<file path="config.mk">
export PLATFORM = sky130hd
export DESIGN_NAME = psb_front
export DESIGN_NICKNAME = d
export VERILOG_FILES = /design/src/hdl/psb_pkg.sv /design/src/hdl/psb_front.sv
export SDC_FILE = /design/constraint.sdc
export NUM_CORES = 1
export LEC_CHECK = 0
export ABC_AREA = 1
export BUFFER_PORTS_ARGS = -buffer_cell sky130_fd_sc_hd__buf_2
export CAP_MARGIN = 30
export CORE_MARGIN = 5
export CORE_UTILIZATION = 27
export CTS_CLUSTER_DIAMETER = 60
export CTS_CLUSTER_SIZE = 14
export DETAILED_ROUTE_END_ITERATION = 12
export PLACE_DENSITY = 0.45
export SLEW_MARGIN = 20
export SYNTH_ARGS = -nofsm -noshare
export SYNTH_HDL_FRONTEND = slang
export SYNTH_SLANG_ARGS = --single-unit
</file>
<file path="constraint.sdc">
create_clock -name clk -period 4.8 [get_ports clk]
set_input_delay 0.96 -clock clk [delete_from_list [all_inputs] [get_ports clk]]
set_output_delay 0.96 -clock clk [all_outputs]
set_load 0.005 [all_outputs]
</file>
<file path="src/hdl/psb_pkg.sv">
// Package for the page-mapped sprite blitter: item kinds, queue entry type and states.
// Used by every module of the block; depends on nothing.
`timescale 1ns / 1ps

package psb_pkg;

    typedef enum logic [1:0]
    {
        KIND_HEADER = 2'd0,
        KIND_BYTE   = 2'd1,
        KIND_READ   = 2'd2,
        KIND_CLEAR  = 2'd3
    } kind_t;

    typedef struct packed
    {
        kind_t       kind;
        logic [6:0]  sprite_width;
        logic [10:0] sprite_len;
        logic [8:0]  x_pos;
        logic [7:0]  y_pos;
        logic        test_only;
        logic [7:0]  sprite_byte;
        logic [9:0]  frame_addr;
    } item_t;

    typedef enum logic [3:0]
    {
        ST_IDLE,
        ST_READ,
        ST_MODIFY,
        ST_FLUSH_AD,
        ST_FLUSH_RD,
        ST_FLUSH_WR,
        ST_FETCH,
        ST_CLEAR,
        ST_INIT,
        ST_OUT
    } state_t;

endpackage

</file>
<file path="src/hdl/psb_front.sv">
// Front end of the sprite blitter: accepts transactions and holds them in a short queue.
// Depends on psb_pkg.
`timescale 1ns / 1ps

module psb_front
(
    input  logic           clk,
    input  logic           rst_n,
    input  logic           in_valid,
    output logic           in_ready,
    input  psb_pkg::item_t in_item,
    output logic           q_valid,
    input  logic           q_ready,
    output psb_pkg::item_t q_item
);

    psb_pkg::item_t mem_reg [2];
    logic           wr_ptr_reg;
    logic           rd_ptr_reg;
    logic [1:0]     count_reg;
    logic           push;
    logic           pop;

    assign in_ready = (count_reg != 2'd2);
    assign q_valid  = (count_reg != 2'd0);
    assign q_item   = mem_reg[rd_ptr_reg];
    assign push     = in_valid && in_ready;
    assign pop      = q_valid && q_ready;

    always_ff @(posedge clk)
    begin
        if (push)
        begin
            mem_reg[wr_ptr_reg] <= in_item;
        end
    end

    always_ff @(posedge clk or negedge rst_n)
    begin
        if (!rst_n)
        begin
            wr_ptr_reg <= 1'b0;
            rd_ptr_reg <= 1'b0;
            count_reg  <= 2'd0;
        end
        else
        begin
            if (push)
            begin
                wr_ptr_reg <= ~wr_ptr_reg;
            end
            if (pop)
            begin
                rd_ptr_reg <= ~rd_ptr_reg;
            end
            count_reg <= count_reg + {1'b0, push} - {1'b0, pop};
        end
    end

endmodule

</file>
# Word-level counts from Yosys, hierarchy flattened
# Memory sizes are Yosys's and may differ from the RTL's.
# Index checks and enable logic that the tools add are counted.
# word_totals
regBits	4
latch_bits	0
ram_bits	112
romBits	0
input_bits	60
output_inout_bits	58
word_cells	14
n_memories	1
# classes
n_addsub	2
n_mul	0
div_mod_pow	0
magnitude_cmp	0
eq_ne	1
shifts	0
mux	2
n_bitwise	2
n_reduce_logical	3
# memory_table
memory	depth	word_bits	rd	rd_ports_with_merged_regs	write_ports	line	text
mem_reg	2	56	1	0	1	psb_front.sv:17	psb_pkg::item_t mem_reg [2];
# op_table
operator	n
$add A2 B1 Y2	1
$logic_and A1 B1 Y1	2
$mux W1	2
$ne A2 B2 Y1 const B	1
$not A1 Y1	2
$reduce_bool A2 Y1	1
$sub A2 B1 Y2	1

# Longest topological paths before layout
# depth
depth_word	4
depth_mapped	10

# Least setup slack after synthesis
# No wires, ideal clock.
# synth_timing
path_type	input-to-reg
startpoint	input port in_valid
endpoint	memory mem_reg[1][0] in the netlist's numbering, enable pin
t_arrival_ns	3.389
required_ns	4.330
path_slack_ns	0.941
path_stages	2
n_path_buf	0
path_cell_list	nand2_1 nor2_1
# synth_between
elab_chain_len	3
# synth_lines
item	line	text
start: declaration	psb_front.sv:9	input logic in_valid,
$logic_and A1 B1 Y1	psb_front.sv:27	assign push = in_valid && in_ready;
$mux W1	psb_front.sv:32	if (push)
$mux W1 (not written as such)	psb_front.sv:34	mem_reg[wr_ptr_reg] <= in_item;
end: declaration	psb_front.sv:17	
# Every way passes these cells.

==> results.cfg <==
[status]
status = finished clean

[placed_design]
place_ws_ns = 2.03
portBuffers = 117
dp_hpwl_mm = 5.62
gp_congestion = 0.703

[setup_path]
ff2ff_setup_slack_ns = 2.70
cp-start-kind = register
cp_data_required_time_ns = 3.84
r2r-end = mem_reg[1][52]$_DFFE_PP_
critPathKind = reg2out
timing.rr.start = count_reg[1]$_DFF_PN0_
cp_data_arrival_time_ns = 1.70
cp-end-kind = primary output
worst-r2r-cell-count = 4
crit_fanout = 57

[cells_and_area]
final_core_util = 0.361
seq_area_um2 = 3460
drive_above_1_share = 0.325
syn_to_final_growth_pct = 32.0
multi_input_area_um2 = 731
largest_register_ff_count = 112
fin_nets = 514
fill_cells = 1594
antenna_cells = 0

[logic_synthesis]
syn_area_um2 = 4290
synth.distinct_cells = 10
synth_fp_nets = 386
synthCells = 324
syn_avg_cell_area_um2 = 13.2
ys_ff_latch = 116
synth_warnings = 0
yosysSeqAreaShare = 0.807

[floorplan]
io_pins = 118
die_width_um = 136
core_area_um2 = 15700
die-area_um2 = 18500
die_y_um = 136
num_rows = 46
start_util = 0.273

[clock_network]
htree_num_levels = 4
cts_buffer_depth = 2
cts_hold_buffers = 0
numCtsBuffers = 17
cts_resized = 0
path_clk_slew_ns = 0.05
clock_latency_ns = 0.41
cts_sinks = 116
cts_tree = yes
cts_setup_buffers = 0
cts_root_buf = clkbuf_16

[pwr]
ir_worst_vdd_uv = 260
total_power_mw = 3.55
p_leak_nw = 2.44
cellPowerDensity_nw_per_um2 = 627

[timing]
setup_ws_ns = 2.14
fin_worst_skew_ns = 0.00498
max_slew_margin = 0.442
post-route-period-util = 0.553
max_freq_mhz = 377
worstMarginPinSlew_ns = 0.835
fin_crit_ns = 2.66
drv_slew = 0
hold_viol = 0
rsz0062_at_grt = no
tns_ns = 0
setup_viol = 0

[run]
maxCapViolCount = 0

[grt]
antenna_found_initial = 0
grt_pass1_vias = 2675
grt_pass1_wl_mm = 14.1
globalRouteTotalUtil = 0.103
overflow = 0
grt_max_degree = 58

[drt]
first_iter_violations = 112
wl_per_cell_um = 13.5
via_per_inst = 3.97
drc = 0
ant_nets = 0
vias = 2702
drt-total-wl_mm = 9.21
drtPass1Iterations = 4

[worst_hold_path]
hold_class = in2async
## per-stage QoR
| stage | hold slack [ns] | instance area [um2] | instances |
|---|---|---|---|
| final | 0.355 | 5670 | 681 |
| after global routing | 0.340 | 5670 | 681 |
| after CTS | 0.332 | 5670 | 681 |
| after detailed placement | 0.483 | 5120 | 649 |
| after global placement | 0.456 | 5110 | 649 |
| after floorplan | 0.442 | 4290 | 324 |
## cell usage after synthesis
cell | number | area, um2
nor2_1 | 1 | 3.75
dfrtp_1 | 4 | 100
nand3_1 | 3 | 15.0
inv_1 | 8 | 30.0
buf_4 | 5 | 37.5
inv_2 | 1 | 3.75
nand2_1 | 181 | 679
ha_1 | 2 | 25.0
edfxtp_1 | 112 | 3360
buf_2 | 7 | 35.0
## layer usage
metal  routed length, um  part of all wire  up-vias  track usage
met5                   0                 0        -            0
met4                 155             0.017        0       0.0538
met3                 582             0.063       11       0.0381
met2                4510              0.49       87        0.163
met1                3960              0.43     1261        0.122
li1                    -                 -     1343            -
## worst max-delay path by stage
stage	startpoint	endpoint	slack, ns	cells past startpoint
4_1_cts	rd_ptr_reg$_DFFE_PN0P_	q_item[27]	2.07	4
3_5_place_dp	in_valid	mem_reg[1][3]$_DFFE_PP_	2.03	4
2_1_floorplan	in_valid	mem_reg[1][0]$_DFFE_PP_	0.94	2
6_report	rd_ptr_reg$_DFFE_PN0P_	q_item[2]	2.14	4
5_1_grt	rd_ptr_reg$_DFFE_PN0P_	q_item[2]	1.99	4
3_3_place_gp	in_valid	mem_reg[1][3]$_DFFE_PP_	2.06	4
## worst max-delay path, stage by stage (launching register included)
cell and delay (ns):
dfrtp_2 0.38, buf_4 0.55, nand2_1 0.10, nand2_1 0.13
buf_2 0.13
## where the power goes
part | internal (mW) | switching, mW
clock | 0.752 | 0.420
sequential | 1.38 | 0.0521
combinational | 0.327 | 0.616
## kinds of logic after synthesis
family / share of synthesized area
adder cells (fa/ha/maj): 0.00583
flip-flops: 0.807
AND/OR/NAND/NOR: 0.163
buffers and inverters: 0.0248
## cell type report
cell class / instances / area share
repair buffers: 121 / 0.109
well taps: 216 / 0.0477
clock inverters: 12 / 0.0201
flip-flops and latches: 116 / 0.611
multi-input cells: 187 / 0.129
clock buffers: 20 / 0.0770
inverters: 9 / 0.00640
## placed cells by master (no fill, tap or decap), drive strengths merged
master / netlist / final
edfxtp: 112 / 112
nand2: 181 / 181
clkinv: 0 / 7
buf: 12 / 121
clkinvlp: 0 / 3
nand3: 3 / 3
clkbuf: 0 / 20
nor2: 1 / 1
ha: 2 / 2
dfrtp: 4 / 4
inv: 9 / 9
bufinv: 0 / 2
Power figures use the tool's default switching activity.
